===== src/rtl/prg_pkg.sv =====
// Shared types, constants and helpers for the pool resize governor.
package prg_pkg;

    // Defaults for the top-level parameters
    localparam int NUM_POOLS_DEF = 8;
    localparam int SIZE_BITS_DEF = 12;
    localparam int TIME_BITS_DEF = 48;

    // Fixed field widths
    localparam int POOL_ID_W  = 3;
    localparam int CHANGE_W   = 13;
    localparam int COOLDOWN_W = 32;
    localparam int CNT_W      = 32;
    localparam int SHRUNK_W   = 4;
    localparam int OUTCOME_W  = 2;
    localparam int CFG_IDX_W  = 2;
    localparam int CFG_DATA_W = 32;

    // Register reset values, truncated to SIZE_BITS where used
    localparam int MIN_SIZE_RESET = 1;
    localparam int MAX_SIZE_RESET = 4095;

    // Configuration register indexes
    typedef enum logic [CFG_IDX_W-1:0] {
        CFG_MIN_SIZE    = 2'd0,
        CFG_MAX_SIZE    = 2'd1,
        CFG_DEFAULT_CD  = 2'd2,
        CFG_UNUSED      = 2'd3
    } t_cfg_idx;

    // Request codes
    typedef enum logic {
        FUNC_DELTA  = 1'b0,
        FUNC_SHRINK = 1'b1
    } t_func;

    // Result codes
    typedef enum logic [OUTCOME_W-1:0] {
        OUT_RESIZED   = 2'd0,
        OUT_THROTTLED = 2'd1,
        OUT_REJECTED  = 2'd2,
        OUT_SHRUNK    = 2'd3
    } t_outcome;

    // Sequencer states
    typedef enum logic [2:0] {
        ST_IDLE,
        ST_EVAL,
        ST_COMMIT,
        ST_WALK,
        ST_FINISH
    } t_state;

    // Table port controls
    typedef struct packed {
        logic rd_en;
        logic wr_en;
    } t_tbl_ctl;

    // Counter increment that holds at all ones
    function automatic logic [CNT_W-1:0] sat_inc(input logic [CNT_W-1:0] v);
        return (v == {CNT_W{1'b1}}) ? v : v + CNT_W'(1);
    endfunction

endpackage


===== src/rtl/prg_table.sv =====
// Pool record memory: one write port, one read port with registered data.
module prg_table #(
    parameter int DEPTH  = prg_pkg::NUM_POOLS_DEF,
    parameter int ADDR_W = 3,
    parameter int REC_W  = 168
) (
    input  logic                  i_clk,
    input  prg_pkg::t_tbl_ctl     i_ctl,
    input  logic [ADDR_W-1:0]     i_rd_addr,
    input  logic [ADDR_W-1:0]     i_wr_addr,
    input  logic [REC_W-1:0]      i_wr_data,
    output logic [REC_W-1:0]      o_rd_data
);

    logic [REC_W-1:0] r_mem [DEPTH];
    logic [REC_W-1:0] r_rd_data;

    // Write port
    always_ff @(posedge i_clk) begin
        if (i_ctl.wr_en) begin
            r_mem[i_wr_addr] <= i_wr_data;
        end
    end

    // Read port, data held until the next read
    always_ff @(posedge i_clk) begin
        if (i_ctl.rd_en) begin
            r_rd_data <= r_mem[i_rd_addr];
        end
    end

    assign o_rd_data = r_rd_data;

endmodule


===== src/rtl/prg_seq.sv =====
// Request sequencer: read-modify-write of pool records, shrink walk, result register.
module prg_seq #(
    parameter int NUM_POOLS = prg_pkg::NUM_POOLS_DEF,
    parameter int SIZE_BITS = prg_pkg::SIZE_BITS_DEF,
    parameter int TIME_BITS = prg_pkg::TIME_BITS_DEF,
    parameter int PW        = 3,
    parameter int REC_W     = 168
) (
    input  logic                                  i_clk,
    input  logic                                  i_rst_n,
    // configuration values
    input  logic [SIZE_BITS-1:0]                  i_floor_size,
    input  logic [SIZE_BITS-1:0]                  i_cap_size,
    input  logic [prg_pkg::COOLDOWN_W-1:0]        i_default_cd,
    // request channel
    input  logic                                  i_in_valid,
    output logic                                  o_in_ready,
    input  logic                                  i_func,
    input  logic [prg_pkg::POOL_ID_W-1:0]         i_pool_id,
    input  logic signed [prg_pkg::CHANGE_W-1:0]   i_size_change,
    input  logic [prg_pkg::COOLDOWN_W-1:0]        i_cooldown_override,
    input  logic [TIME_BITS-1:0]                  i_now_time,
    // result channel
    output logic                                  o_out_valid,
    input  logic                                  i_out_ready,
    output logic [prg_pkg::OUTCOME_W-1:0]         o_outcome,
    output logic [SIZE_BITS-1:0]                  o_pool_size_now,
    output logic [prg_pkg::SHRUNK_W-1:0]          o_shrunk_count,
    output logic [prg_pkg::CNT_W-1:0]             o_throttled_total,
    output logic [prg_pkg::CNT_W-1:0]             o_rejected_total,
    output logic [prg_pkg::CNT_W-1:0]             o_resize_total,
    // table port
    output prg_pkg::t_tbl_ctl                     o_tbl_ctl,
    output logic [PW-1:0]                         o_rd_addr,
    output logic [PW-1:0]                         o_wr_addr,
    output logic [REC_W-1:0]                      o_wr_data,
    input  logic [REC_W-1:0]                      i_rd_data
);

    localparam int CNT_W   = prg_pkg::CNT_W;
    localparam int CD_W    = prg_pkg::COOLDOWN_W;
    localparam int CH_W    = prg_pkg::CHANGE_W;
    localparam int ID_W    = prg_pkg::POOL_ID_W;
    localparam int ID_SPAN = 1 << ID_W;
    // record layout: {thr, rej, res, stamp, size}
    localparam int SIZE_LO  = 0;
    localparam int STAMP_LO = SIZE_BITS;
    localparam int RES_LO   = SIZE_BITS + TIME_BITS;
    localparam int REJ_LO   = RES_LO + CNT_W;
    localparam int THR_LO   = REJ_LO + CNT_W;
    // signed sum width for the clamp
    localparam int BASE_W  = (SIZE_BITS + 1 > CH_W) ? SIZE_BITS + 1 : CH_W;
    localparam int AW      = BASE_W + 1;
    localparam int CMP_W   = (TIME_BITS > CD_W) ? TIME_BITS : CD_W;
    localparam logic [PW-1:0] LAST_POOL = PW'(NUM_POOLS - 1);

    // pool_id modulo the pool count, by repeated subtraction on a narrow value
    function automatic logic [PW-1:0] pool_index(input logic [ID_W-1:0] pid);
        logic [ID_W:0] v;
        v = {1'b0, pid};
        if (NUM_POOLS < ID_SPAN) begin
            for (int k = 0; k < ID_SPAN; k++) begin
                if (v >= (ID_W+1)'(NUM_POOLS)) begin
                    v = v - (ID_W+1)'(NUM_POOLS);
                end
            end
        end
        return PW'(v);
    endfunction

    prg_pkg::t_state r_state, n_state;

    // request latches
    logic [PW-1:0]            r_pidx;
    logic signed [CH_W-1:0]   r_change;
    logic [CD_W-1:0]          r_cd;
    logic [TIME_BITS-1:0]     r_now;
    // evaluation stage
    logic [TIME_BITS-1:0]     r_elapsed;
    logic [SIZE_BITS-1:0]     r_target;
    logic [SIZE_BITS-1:0]     r_cur;
    logic [prg_pkg::SHRUNK_W-1:0] r_shrunk;
    // per-pool valid bits: size/stamp written, counters written
    logic [NUM_POOLS-1:0]     r_touched;
    logic [NUM_POOLS-1:0]     r_cvalid;
    // result register
    logic                     r_o_valid;
    prg_pkg::t_outcome        r_o_outcome;
    logic [SIZE_BITS-1:0]     r_o_size;
    logic [prg_pkg::SHRUNK_W-1:0] r_o_shrunk;
    logic [CNT_W-1:0]         r_o_thr;
    logic [CNT_W-1:0]         r_o_rej;
    logic [CNT_W-1:0]         r_o_res;

    logic in_fire, out_free, walk_last, commit_fire, finish_fire, walk_shrink;

    // record fields as read
    logic [SIZE_BITS-1:0] rd_size;
    logic [TIME_BITS-1:0] rd_stamp;
    logic [CNT_W-1:0]     rd_thr, rd_rej, rd_res;
    logic                 touched_p;
    logic [CNT_W-1:0]     thr_m, rej_m, res_m;
    logic [SIZE_BITS-1:0] cur;

    // clamp arithmetic
    logic signed [AW-1:0] cur_s, ch_s, min_s, max_s, sum_s, lo_s, clamp_s;

    // commit decision
    logic                 throttle, same, resize;
    logic [CNT_W-1:0]     new_thr, new_rej, new_res;
    logic [SIZE_BITS-1:0] new_size;
    logic [TIME_BITS-1:0] new_stamp;
    prg_pkg::t_outcome    commit_outcome;

    assign rd_size  = i_rd_data[SIZE_LO  +: SIZE_BITS];
    assign rd_stamp = i_rd_data[STAMP_LO +: TIME_BITS];
    assign rd_res   = i_rd_data[RES_LO   +: CNT_W];
    assign rd_rej   = i_rd_data[REJ_LO   +: CNT_W];
    assign rd_thr   = i_rd_data[THR_LO   +: CNT_W];

    assign touched_p = r_touched[r_pidx];
    assign thr_m = r_cvalid[r_pidx] ? rd_thr : '0;
    assign rej_m = r_cvalid[r_pidx] ? rd_rej : '0;
    assign res_m = r_cvalid[r_pidx] ? rd_res : '0;
    assign cur   = touched_p ? rd_size : i_floor_size;

    assign in_fire   = i_in_valid && o_in_ready;
    assign out_free  = !r_o_valid || i_out_ready;
    assign walk_last = (r_pidx == LAST_POOL);

    // add the signed change and clamp: below by min, then above by max
    always_comb begin
        cur_s   = $signed({{(AW-SIZE_BITS){1'b0}}, cur});
        ch_s    = $signed({{(AW-CH_W){r_change[CH_W-1]}}, r_change});
        min_s   = $signed({{(AW-SIZE_BITS){1'b0}}, i_floor_size});
        max_s   = $signed({{(AW-SIZE_BITS){1'b0}}, i_cap_size});
        sum_s   = cur_s + ch_s;
        lo_s    = (sum_s < min_s) ? min_s : sum_s;
        clamp_s = (lo_s > max_s) ? max_s : lo_s;
    end

    // throttle check and counter updates for a delta request
    always_comb begin
        throttle = (r_cd != '0) && touched_p &&
                   (CMP_W'(r_elapsed) < CMP_W'(r_cd));
        same     = (r_target == r_cur);
        resize   = !throttle && !same;
        new_thr  = throttle ? prg_pkg::sat_inc(thr_m) : thr_m;
        new_rej  = (!throttle && same) ? prg_pkg::sat_inc(rej_m) : rej_m;
        new_res  = resize ? prg_pkg::sat_inc(res_m) : res_m;
        new_size  = resize ? r_target : r_cur;
        new_stamp = resize ? r_now : rd_stamp;
        if (throttle) begin
            commit_outcome = prg_pkg::OUT_THROTTLED;
        end else if (same) begin
            commit_outcome = prg_pkg::OUT_REJECTED;
        end else begin
            commit_outcome = prg_pkg::OUT_RESIZED;
        end
    end

    // next state
    always_comb begin
        n_state = r_state;
        unique case (r_state)
            prg_pkg::ST_IDLE: begin
                if (in_fire) begin
                    n_state = (i_func == prg_pkg::FUNC_SHRINK) ? prg_pkg::ST_WALK
                                                               : prg_pkg::ST_EVAL;
                end
            end
            prg_pkg::ST_EVAL:   n_state = prg_pkg::ST_COMMIT;
            prg_pkg::ST_COMMIT: if (out_free) n_state = prg_pkg::ST_IDLE;
            prg_pkg::ST_WALK:   if (walk_last) n_state = prg_pkg::ST_FINISH;
            prg_pkg::ST_FINISH: if (out_free) n_state = prg_pkg::ST_IDLE;
            default:            n_state = prg_pkg::ST_IDLE;
        endcase
    end

    // state outputs: handshake and table port controls
    always_comb begin
        o_in_ready      = 1'b0;
        o_tbl_ctl.rd_en = 1'b0;
        o_tbl_ctl.wr_en = 1'b0;
        o_rd_addr       = '0;
        commit_fire     = 1'b0;
        finish_fire     = 1'b0;
        walk_shrink     = 1'b0;
        unique case (r_state)
            prg_pkg::ST_IDLE: begin
                o_in_ready      = 1'b1;
                o_tbl_ctl.rd_en = i_in_valid;
                o_rd_addr       = (i_func == prg_pkg::FUNC_SHRINK) ? '0
                                                                   : pool_index(i_pool_id);
            end
            prg_pkg::ST_EVAL: begin
            end
            prg_pkg::ST_COMMIT: begin
                commit_fire     = out_free;
                o_tbl_ctl.wr_en = out_free;
            end
            prg_pkg::ST_WALK: begin
                walk_shrink     = touched_p && (rd_size > i_floor_size);
                o_tbl_ctl.wr_en = walk_shrink;
                o_tbl_ctl.rd_en = !walk_last;
                o_rd_addr       = PW'(r_pidx + PW'(1));
            end
            prg_pkg::ST_FINISH: begin
                finish_fire = out_free;
            end
            default: begin
            end
        endcase
    end

    // write back to the pool being worked on
    assign o_wr_addr = r_pidx;
    assign o_wr_data = (r_state == prg_pkg::ST_WALK)
                     ? {thr_m, rej_m, prg_pkg::sat_inc(res_m), r_now, i_floor_size}
                     : {new_thr, new_rej, new_res, new_stamp, new_size};

    // control state
    always_ff @(posedge i_clk) begin
        if (!i_rst_n) begin
            r_state   <= prg_pkg::ST_IDLE;
            r_touched <= '0;
            r_cvalid  <= '0;
            r_o_valid <= 1'b0;
        end else begin
            r_state <= n_state;
            if (commit_fire) begin
                r_cvalid[r_pidx] <= 1'b1;
                if (resize) begin
                    r_touched[r_pidx] <= 1'b1;
                end
            end
            if (walk_shrink) begin
                r_cvalid[r_pidx]  <= 1'b1;
                r_touched[r_pidx] <= 1'b1;
            end
            if (commit_fire || finish_fire) begin
                r_o_valid <= 1'b1;
            end else if (i_out_ready) begin
                r_o_valid <= 1'b0;
            end
        end
    end

    // request latches, evaluation stage, walk pointer
    always_ff @(posedge i_clk) begin
        if (in_fire) begin
            r_pidx   <= (i_func == prg_pkg::FUNC_SHRINK) ? '0 : pool_index(i_pool_id);
            r_change <= i_size_change;
            r_cd     <= (i_cooldown_override == '0) ? i_default_cd : i_cooldown_override;
            r_now    <= i_now_time;
            r_shrunk <= '0;
        end
        if (r_state == prg_pkg::ST_EVAL) begin
            r_elapsed <= r_now - rd_stamp;
            r_target  <= clamp_s[SIZE_BITS-1:0];
            r_cur     <= cur;
        end
        if (r_state == prg_pkg::ST_WALK) begin
            if (!walk_last) begin
                r_pidx <= PW'(r_pidx + PW'(1));
            end
            if (walk_shrink && (r_shrunk != '1)) begin
                r_shrunk <= r_shrunk + prg_pkg::SHRUNK_W'(1);
            end
        end
    end

    // result payload
    always_ff @(posedge i_clk) begin
        if (commit_fire) begin
            r_o_outcome <= commit_outcome;
            r_o_size    <= new_size;
            r_o_shrunk  <= '0;
            r_o_thr     <= new_thr;
            r_o_rej     <= new_rej;
            r_o_res     <= new_res;
        end else if (finish_fire) begin
            r_o_outcome <= prg_pkg::OUT_SHRUNK;
            r_o_size    <= '0;
            r_o_shrunk  <= r_shrunk;
            r_o_thr     <= '0;
            r_o_rej     <= '0;
            r_o_res     <= '0;
        end
    end

    assign o_out_valid       = r_o_valid;
    assign o_outcome         = r_o_outcome;
    assign o_pool_size_now   = r_o_size;
    assign o_shrunk_count    = r_o_shrunk;
    assign o_throttled_total = r_o_thr;
    assign o_rejected_total  = r_o_rej;
    assign o_resize_total    = r_o_res;

endmodule


===== src/rtl/pool_resize_governor_unit.sv =====
// Top level of the pool resize governor: configuration registers, sequencer and pool table.
// A delta request first reads its pool record from the table as it is transferred,
// then forms the clamped size and the elapsed time, and then decides, writes the
// record back and loads the result. The next request is taken in the cycle after
// that, so the unit takes no new request before it is through with the last one.
// A shrink-all request walks the table through its single read and write port,
// one pool per cycle, and loads its result in the finish step after the last pool.
// A result waiting at the output stalls only the final step of the request that
// follows it. No clearing pass follows reset; configuration writes are taken in
// every cycle and should be made only while no request is in flight.
module pool_resize_governor_unit #(
    parameter int NUM_POOLS = prg_pkg::NUM_POOLS_DEF,
    parameter int SIZE_BITS = prg_pkg::SIZE_BITS_DEF,
    parameter int TIME_BITS = prg_pkg::TIME_BITS_DEF
) (
    input  logic                                  i_clk,
    input  logic                                  i_rst_n,
    // configuration write channel
    input  logic                                  i_cfg_valid,
    output logic                                  o_cfg_ready,
    input  logic [prg_pkg::CFG_IDX_W-1:0]         i_cfg_index,
    input  logic [prg_pkg::CFG_DATA_W-1:0]        i_cfg_data,
    // request channel
    input  logic                                  i_in_valid,
    output logic                                  o_in_ready,
    input  logic                                  i_func,
    input  logic [prg_pkg::POOL_ID_W-1:0]         i_pool_id,
    input  logic signed [prg_pkg::CHANGE_W-1:0]   i_size_change,
    input  logic [prg_pkg::COOLDOWN_W-1:0]        i_cooldown_override,
    input  logic [TIME_BITS-1:0]                  i_now_time,
    // result channel
    output logic                                  o_out_valid,
    input  logic                                  i_out_ready,
    output logic [prg_pkg::OUTCOME_W-1:0]         o_outcome,
    output logic [SIZE_BITS-1:0]                  o_pool_size_now,
    output logic [prg_pkg::SHRUNK_W-1:0]          o_shrunk_count,
    output logic [prg_pkg::CNT_W-1:0]             o_throttled_total,
    output logic [prg_pkg::CNT_W-1:0]             o_rejected_total,
    output logic [prg_pkg::CNT_W-1:0]             o_resize_total
);

    localparam int PW    = (NUM_POOLS > 1) ? $clog2(NUM_POOLS) : 1;
    localparam int REC_W = SIZE_BITS + TIME_BITS + 3 * prg_pkg::CNT_W;

    logic [SIZE_BITS-1:0]              r_floor_size;
    logic [SIZE_BITS-1:0]              r_cap_size;
    logic [prg_pkg::COOLDOWN_W-1:0]    r_default_cd;

    prg_pkg::t_tbl_ctl  tbl_ctl;
    logic [PW-1:0]      rd_addr, wr_addr;
    logic [REC_W-1:0]   wr_data, rd_data;

    assign o_cfg_ready = 1'b1;

    // configuration registers; sizes keep their low SIZE_BITS
    always_ff @(posedge i_clk) begin
        if (!i_rst_n) begin
            r_floor_size <= SIZE_BITS'(prg_pkg::MIN_SIZE_RESET);
            r_cap_size   <= SIZE_BITS'(prg_pkg::MAX_SIZE_RESET);
            r_default_cd <= '0;
        end else if (i_cfg_valid) begin
            unique case (i_cfg_index)
                prg_pkg::CFG_MIN_SIZE:   r_floor_size <= i_cfg_data[SIZE_BITS-1:0];
                prg_pkg::CFG_MAX_SIZE:   r_cap_size   <= i_cfg_data[SIZE_BITS-1:0];
                prg_pkg::CFG_DEFAULT_CD: r_default_cd <= i_cfg_data;
                default: begin
                end
            endcase
        end
    end

    prg_seq #(
        .NUM_POOLS (NUM_POOLS),
        .SIZE_BITS (SIZE_BITS),
        .TIME_BITS (TIME_BITS),
        .PW        (PW),
        .REC_W     (REC_W)
    ) u_seq (
        .i_clk               (i_clk),
        .i_rst_n             (i_rst_n),
        .i_floor_size        (r_floor_size),
        .i_cap_size          (r_cap_size),
        .i_default_cd        (r_default_cd),
        .i_in_valid          (i_in_valid),
        .o_in_ready          (o_in_ready),
        .i_func              (i_func),
        .i_pool_id           (i_pool_id),
        .i_size_change       (i_size_change),
        .i_cooldown_override (i_cooldown_override),
        .i_now_time          (i_now_time),
        .o_out_valid         (o_out_valid),
        .i_out_ready         (i_out_ready),
        .o_outcome           (o_outcome),
        .o_pool_size_now     (o_pool_size_now),
        .o_shrunk_count      (o_shrunk_count),
        .o_throttled_total   (o_throttled_total),
        .o_rejected_total    (o_rejected_total),
        .o_resize_total      (o_resize_total),
        .o_tbl_ctl           (tbl_ctl),
        .o_rd_addr           (rd_addr),
        .o_wr_addr           (wr_addr),
        .o_wr_data           (wr_data),
        .i_rd_data           (rd_data)
    );

    prg_table #(
        .DEPTH  (NUM_POOLS),
        .ADDR_W (PW),
        .REC_W  (REC_W)
    ) u_table (
        .i_clk     (i_clk),
        .i_ctl     (tbl_ctl),
        .i_rd_addr (rd_addr),
        .i_wr_addr (wr_addr),
        .i_wr_data (wr_data),
        .o_rd_data (rd_data)
    );

endmodule


===== config.mk =====
export PLATFORM = sky130hd
export DESIGN_NAME = pool_resize_governor_unit
export DESIGN_NICKNAME = d
export VERILOG_FILES = /design/src/rtl/prg_pkg.sv /design/src/rtl/prg_table.sv /design/src/rtl/prg_seq.sv /design/src/rtl/pool_resize_governor_unit.sv
export SDC_FILE = /design/constraint.sdc
export NUM_CORES = 2
export LEC_CHECK = 0
export BUFFER_PORTS_ARGS = -buffer_cell sky130_fd_sc_hd__buf_2
export CAP_MARGIN = 5
export CORE_MARGIN = 2
export CORE_UTILIZATION = 55
export CTS_CLUSTER_DIAMETER = 120
export CTS_CLUSTER_SIZE = 8
export DETAILED_ROUTE_END_ITERATION = 7
export GPL_TIMING_DRIVEN = 0
export PLACE_DENSITY = 0.74
export SKIP_LAST_GASP = 1
export SLEW_MARGIN = 20
export SYNTH_ARGS = -nofsm -noshare
export SYNTH_HDL_FRONTEND = slang
export SYNTH_SLANG_ARGS = --single-unit

===== constraint.sdc =====
create_clock -name i_clk -period 36.5 [get_ports i_clk]
set_clock_uncertainty 0.05 [all_clocks]
set_input_delay 3.65 -clock i_clk [delete_from_list [all_inputs] [get_ports i_clk]]
set_output_delay 3.65 -clock i_clk [all_outputs]
set_load 0.01 [all_outputs]

# Yosys cells after proc, flatten, opt, wreduce, memory -nomap -nowiden
# Memory sizes are Yosys's and may differ from the RTL's. A register that Yosys moved wholly into a read port is not among the register bits.
# Cells that the tools add are included.
totals:
  reg_bits: 362
  mem_bits_rw: 1248
  output_inout_bits: 117
  memories: 1
op_classes:
  n_addsub: 7
  n_lt_le_gt_ge: 6
  n_eq_ne: 15
  mux: 62
  bitwise_logic: 4
  n_reduce_logical: 25
memory_table:
  columns: ["memory", "depth", "word_bits", "rd", "rd_ports_with_merged_regs", "wr", "line_no", "text"]
  rows:
  - ["u_table.r_mem", 8, 156, 1, 1, 1, "prg_table.sv:15", "logic [REC_W-1:0] r_mem [DEPTH];"]
ops:
  columns: ["operator", "count"]
  rows:
  - ["32-bit 2-to-1 mux", 14]
  - ["156-bit 2-to-1 mux", 1]
  - ["32-bit by 1-bit adder with 32-bit output, second input constant", 3]
  - ["32-bit equality test, second input constant", 3]
  - ["12-bit 2-to-1 mux", 5]
  - ["8-bit 2-to-1 mux", 7]
  - ["48-bit by 32-bit less-than comparator with 1-bit output", 1]
  - ["48-bit 2-to-1 mux", 1]
  - ["48-bit subtractor", 1]
  - ["32-bit logical NOT", 1]
  - ["8-bit bitwise OR", 4]
  - ["32-bit nonzero test", 1]
  - ["3-bit 2-to-1 mux", 7]
  - ["13-bit by 13-bit adder with 14-bit output", 1]
  - ["14-bit by 13-bit > comparator with 1-bit output", 1]
  - ["14-bit by 13-bit less-than comparator with 1-bit output", 1]
  - ["14-bit 2-to-1 mux", 1]
  - ["12-bit equality test", 1]
  - ["12-bit > comparator", 1]
  - ["4-bit 2-to-1 mux", 3]
  - ["3-bit case mux with 4 select lines", 1]
  - ["1-bit 2-to-1 mux", 11]
  - ["2-bit 2-to-1 mux", 5]
  - ["1-bit logical AND", 8]
  - ["23 further kinds", 36]

# Depth between registers and ports, before layout
logic_depth:
  word_depth: 11
  mapped_depth: 34
  mapped_depth_nobuf: 29

# Cells and area by module
# A second synthesis with hierarchy kept.
hier_totals:
  hier_cells: 4459
  hier_area_um2: 75150.8
by_module_without_submodules:
  columns: ["module", "n_inst", "cells_per_inst", "area_per_inst_um2", "seq_area_each_um2"]
  rows:
  - ["prg_table", 1, 1972, 52100.0, 42160.4]
  - ["prg_seq", 1, 2251, 20816.2, 8878.5]
  - ["pool_resize_governor_unit", 1, 236, 2234.6, 1121.1]

# Worst setup path before layout
# OpenSTA, ideal clock, no wires.
synth_timing:
  path_kind: "input to register"
  start: "input i_out_ready"
  end: "memory u_table.r_mem[1][0] in the netlist's numbering, enable pin"
  setup_time_ns: 1.111
  t_arrival_ns: 20.142
  t_required_ns: 35.339
  slack_ns: 15.197
  path_stages: 5
  path_buffers: 0
  path_cell_list: "nor2b_1 nor3_1 and2_1 a21oi_1 nor4b_1"
synth_between:
  elab_chain_cells: 4
synth_rtl:
  columns: ["element", "line_no", "text"]
  rows:
  - ["start, declared", "pool_resize_governor_unit.sv:33", "input logic i_out_ready,"]
  - ["1-bit logical OR", "prg_seq.sv:128", "assign out_free = !r_o_valid || i_out_ready;"]
  - ["1-bit case mux with 2 select lines", "prg_seq.sv:189", "unique case (r_state)"]
  - ["1-bit 2-to-1 mux", "prg_table.sv:20", "if (i_ctl.wr_en) begin"]
  - ["1-bit 2-to-1 mux (not written as such)", "prg_table.sv:21", "r_mem[i_wr_addr] <= i_wr_data;"]
  - ["end, declared", "prg_table.sv:15", null]
# No other way between the ends.

# Worst setup path in the final report
layout_timing:
  start: "register u_seq.r_pidx[1] (netlist: u_seq.o_wr_addr[1])"
  end: "register u_seq.r_target[9] (data pin)"
layout_between:
  elab_chain_cells: 8
layout_rtl:
  columns: ["element", "line_no", "text"]
  rows:
  - ["start, declared", "prg_seq.sv:74", "logic [PW-1:0] r_pidx;"]
  - ["start signal, assigned", "prg_seq.sv:252", "r_pidx <= (i_func == prg_pkg::FUNC_SHRINK) ? '0 : pool_index(i_pool_id);"]
  - ["start signal, assigned", "prg_seq.sv:265", "r_pidx <= PW'(r_pidx + PW'(1));"]
  - ["1-bit binary-select mux with 3-bit select (*)", "prg_seq.sv:121", "assign touched_p = r_touched[r_pidx];"]
  - ["1-bit 2-to-1 mux (not written as such) (*)", "prg_seq.sv:121", null]
  - ["12-bit 2-to-1 mux (*)", "prg_seq.sv:125", "assign cur = touched_p ? rd_size : i_floor_size;"]
  - ["net u_seq.cur[1]", "prg_seq.sv:103", "logic [SIZE_BITS-1:0] cur;"]
  - ["13-bit by 13-bit adder with 14-bit output (*)", "prg_seq.sv:137", "sum_s = cur_s + ch_s;"]
  - ["14-bit by 13-bit less-than comparator with 1-bit output", "prg_seq.sv:138", "lo_s = (sum_s < min_s) ? min_s : sum_s;"]
  - ["14-bit 2-to-1 mux (*)", "prg_seq.sv:138", null]
  - ["14-bit by 13-bit > comparator with 1-bit output", "prg_seq.sv:139", "clamp_s = (lo_s > max_s) ? max_s : lo_s;"]
  - ["12-bit 2-to-1 mux (*)", "prg_seq.sv:139", null]
  - ["net u_seq.clamp_s[9]", "prg_seq.sv:106", "logic signed [AW-1:0] cur_s, ch_s, min_s, max_s, sum_s, lo_s, clamp_s;"]
  - ["end signal, assigned", "prg_seq.sv:260", "r_target <= clamp_s[SIZE_BITS-1:0];"]
  - ["end, declared", "prg_seq.sv:80", "logic [SIZE_BITS-1:0] r_target;"]
# Mark *: on every way through the listed nets, which the timed path passes. The rest lies on a longest branch. The select of a mux whose other input is x is not followed.
# A chain may end at the register's enable or synchronous reset.

==> impl_metrics.sql <==
INSERT INTO impl_metrics (metric_group, metric, value, unit) VALUES
('clocking', 'cts_tree', 'yes', ''),
('place', 'place_worst_setup_slack', '27150', 'ps'),
('routing', 'final_antenna_net_count', '0', ''),
('timing', 'finalSetupViolCount', '0', ''),
('clocking', 'clk_pin_slew', '50', 'ps'),
('timing', 'max-slew-margin-rel', '14.8', '%'),
('pwr', 'total_leakage_power', '30.2', 'nW'),
('floorplan', 'io_pins', '253', ''),
('synth', 'ys_async_sr_fraction', '0', '%'),
('run_status', 'outcome', 'finished, final reports clean', ''),
('place', 'buffer_ports.inserted', '250', ''),
('routing', 'dr.pass1.iters', '6', ''),
('grt', 'number_of_global_route_vias_before_repair', '44209', ''),
('timing', 'finalHoldWorstSlack', '414', 'ps'),
('setup_path', 'worstSetupEndpointType', 'flip-flop', ''),
('floorplan', 'die_y', '372', 'um'),
('routing', 'drc', '0', ''),
('clocking', 'ctsResizeCount', '0', ''),
('grt', 'antenna_found_initial', '14', ''),
('setup_path', 'timing.setup.critical_path_class', 'flip-flop to flip-flop', ''),
('synth', 'synthesis.instances', '4431', ''),
('layout', 'finish.utilization', '64.6', '%'),
('synth', 'synth.cell_area', '74400', 'um2'),
('synth', 'mappedNetlistNets', '4703', ''),
('floorplan', 'initial_core_util', '55.6', '%'),
('place', 'place_congestion', '0.917', ''),
('pwr', 'pwr_density_cell', '56.2', 'nW/um2'),
('grt', 'globalRouteTotalUtil', '28.5', '%'),
('floorplan', 'core_region_area', '134000', 'um2'),
('timing', 'finalWorstPathRequiredPeriod', '9510', 'ps'),
('setup_path', 'critPathMaxFanout', '10', ''),
('grt', 'grt_pass1_wl', '286', 'mm'),
('setup_path', 'reg2reg_slack', '26990', 'ps'),
('min_path', 'number_of_instances_on_the_worst_hold_path', '1', ''),
('routing', 'wire_per_inst', '28.0', 'um'),
('synth', 'synth_warnings', '0', ''),
('setup_path', 'worst_ep_required_time', '37020', 'ps'),
('setup_path', 'slowest_stage', 'mux4_2', ''),
('synth', 'count_of_flip_flops_with_a_built_in_enable_after_synthesis', '1679', ''),
('floorplan', 'die-area', '138000', 'um2'),
('timing', 'fin_ws', '26990', 'ps'),
('pwr', 'fin_total_pwr', '4.86', 'mW'),
('synth', 'synth_sequential_area_ratio', '70.1', '%'),
('synth', 'synth_top_cells_by_count', 'edfxtp_1 (1,679), mux4_2 (316), nand2_1 (312)', ''),
('setup_path', 'timing.critical_path.from_type', 'flip-flop', ''),
('synth', 'synth_cell_type_count', '83', ''),
('run', 'max_cap_viol_count', '0', ''),
('layout', 'nets', '5434', ''),
('setup_path', 'reg2reg_from', 'u_seq.o_wr_addr[1]', ''),
('synth', 'area_share_of_the_leading_cell_type_in_the_synthesized_netlist', '67.8', '%'),
('synth', 'yosys_register_bits', '1766', ''),
('setup_path', 'longest_individual_stage_delay_on_the_worst_path', '570', 'ps'),
('grt', 'overflow', '0', ''),
('setup_path', 'critical_path_arrival', '10030', 'ps'),
('timing', 'finalCritPeriodShare', '26.0', '%'),
('clocking', 'cell_at_the_root_of_the_clock_tree', 'clkbuf_16', ''),
('routing', 'vias_per_cell', '6.33', ''),
('min_path', 'hold_ep', 'u_seq.r_cvalid[5]', ''),
('layout', 'final_cell_count_no_fill', '7006', ''),
('clocking', 'clk_path_buf_depth', '3', ''),
('min_path', 'hold_path_class', 'flip-flop to flip-flop', ''),
('min_path', 'holdCritStartpoint', 'u_seq.r_cvalid[5]', ''),
('place', 'numPlacedInstances', '6690', ''),
('routing', 'wirelength', '196', 'mm'),
('clocking', 'cts_buffers', '238', ''),
('clocking', 'postCtsSetupRepairBufs', '0', ''),
('floorplan', 'floorplan.die.width', '372', 'um'),
('routing', 'initialDrtViolationCount', '5517', ''),
('grt', 'grt_max_degree', '77', ''),
('floorplan', 'fp-row-count', '134', ''),
('synth', 'cell_taking_the_most_area_after_synthesis', 'edfxtp_1', '');
-- critical path: cells and delay by family, from the launching register on --
kind	cells	cell delay, ps
flops	1	440
simple gates	4	650
buf+inv	6	2030
compound gates	10	2240
xor+xnor	1	210
fa+ha+maj	4	1160
mux	5	2390
-- state kept, by name, summed over array words and instances, names as in the netlist --
name / flops
u_seq.r_cvalid: 8
u_seq.o_wr_addr: 3
u_seq.o_out_valid: 1
u_seq.r_now: 48
u_seq.r_cd: 32
u_table.o_rd_data: 156
u_seq.o_outcome: 2
u_seq.r_state: 3
u_seq.r_shrunk: 4
u_table.r_mem: 1248
u_seq.o_throttled_total: 32
u_seq.r_target: 12
u_seq.r_cur: 12
u_seq.o_resize_total: 32
r_cap_size: 12
u_seq.r_elapsed: 48
u_seq.o_shrunk_count: 4
r_floor_size: 12
u_seq.r_change: 13
u_seq.r_touched: 8
u_seq.o_rejected_total: 32
r_default_cd: 32
u_seq.o_pool_size_now: 12
-- stage by stage --
step / setup TNS [ps] / cell area [um2]
after floorplan: 0 / 74400
after detailed placement: 0 / 80000
after global routing: 0 / 86500
final: 0 / 86500
after CTS: 0 / 86500
after global placement: -349910 / 77800
-- layer usage --
layer / track usage, % / part of all wire, % / vias to the layer above
li1: - / - / 18825
met1: 39.3 / 39 / 22634
met2: 45.3 / 48 / 2481
met3: 5.52 / 9.1 / 420
met4: 11.4 / 3.7 / 6
met5: 0 / 0.021 / -
-- power by group --
part	internal [mW]	total, mW	switching [mW]	leakage (nW)
sequential	2.33	2.38	0.0460	16.5
combinational	0.208	0.512	0.304	10.6
clock	1.17	1.96	0.795	3.13
-- worst max path at each step --
stage | from | endpoint | slack [ps]
3_5_place_dp | u_seq.o_wr_addr[1] | u_seq.r_target[10] | 27150
2_1_floorplan | i_out_ready | u_table.r_mem[1][0] | 15200
6_report | u_seq.o_wr_addr[1] | u_seq.r_target[9] | 26990
4_1_cts | u_seq.o_wr_addr[1] | u_seq.r_target[9] | 27060
5_1_grt | u_seq.o_wr_addr[1] | u_seq.r_target[9] | 26400
3_3_place_gp | i_out_ready | u_table.r_mem[1][42] | -2280
-- placed cells by master, fill, tap and decap left out, types with 18 or more instances in the layout --
| cell | count |
|---|---|
| mux4_2 | 316 |
| o21a_1 | 33 |
| nand3_1 | 70 |
| ha_1 | 134 |
| a21oi_1 | 125 |
| o211ai_1 | 24 |
| or3_1 | 32 |
| mux2_2 | 186 |
| clkbuf_16 | 240 |
| nor2_1 | 225 |
| buf_4 | 143 |
| nor4_1 | 56 |
| buf_2 | 351 |
| o21ai_0 | 125 |
| buf_6 | 29 |
| nor3_1 | 52 |
| and3_1 | 26 |
| nand4_1 | 44 |
| xor2_1 | 79 |
| or4_1 | 18 |
| xnor2_1 | 116 |
| inv_1 | 127 |
| mux2i_1 | 24 |
| a21boi_0 | 47 |
| edfxtp_1 | 1679 |
| dfxtp_1 | 87 |
| clkbuf_1 | 193 |
| nand2_1 | 311 |
| a21o_1 | 75 |
-- final cells by class --
| cell class | instances | area, um2 | share of cell area (%) |
|---|---|---|---|
| flip-flops and latches | 1766 | 52200 | 60.3 |
| well taps | 1768 | 2210 | 2.56 |
| diodes | 3 | 7.51 | 0.00868 |
| multi-input cells | 2334 | 21000 | 24.3 |
| repair buffers | 491 | 3320 | 3.84 |
| plain buffers | 203 | 845 | 0.976 |
| clock inverters | 13 | 235 | 0.272 |
| clock buffers | 300 | 6230 | 7.20 |
| inverters | 128 | 485 | 0.561 |
-- logic make-up after synthesis --
family | synth area share [%]
simple gates | 6.15
other cells | 0.00504
xor+xnor | 2.30
compound gates | 4.56
fa+ha+maj | 2.31
flops | 70.1
buf+inv | 1.77
mux | 12.8
Power figures use the tool's default switching activity.
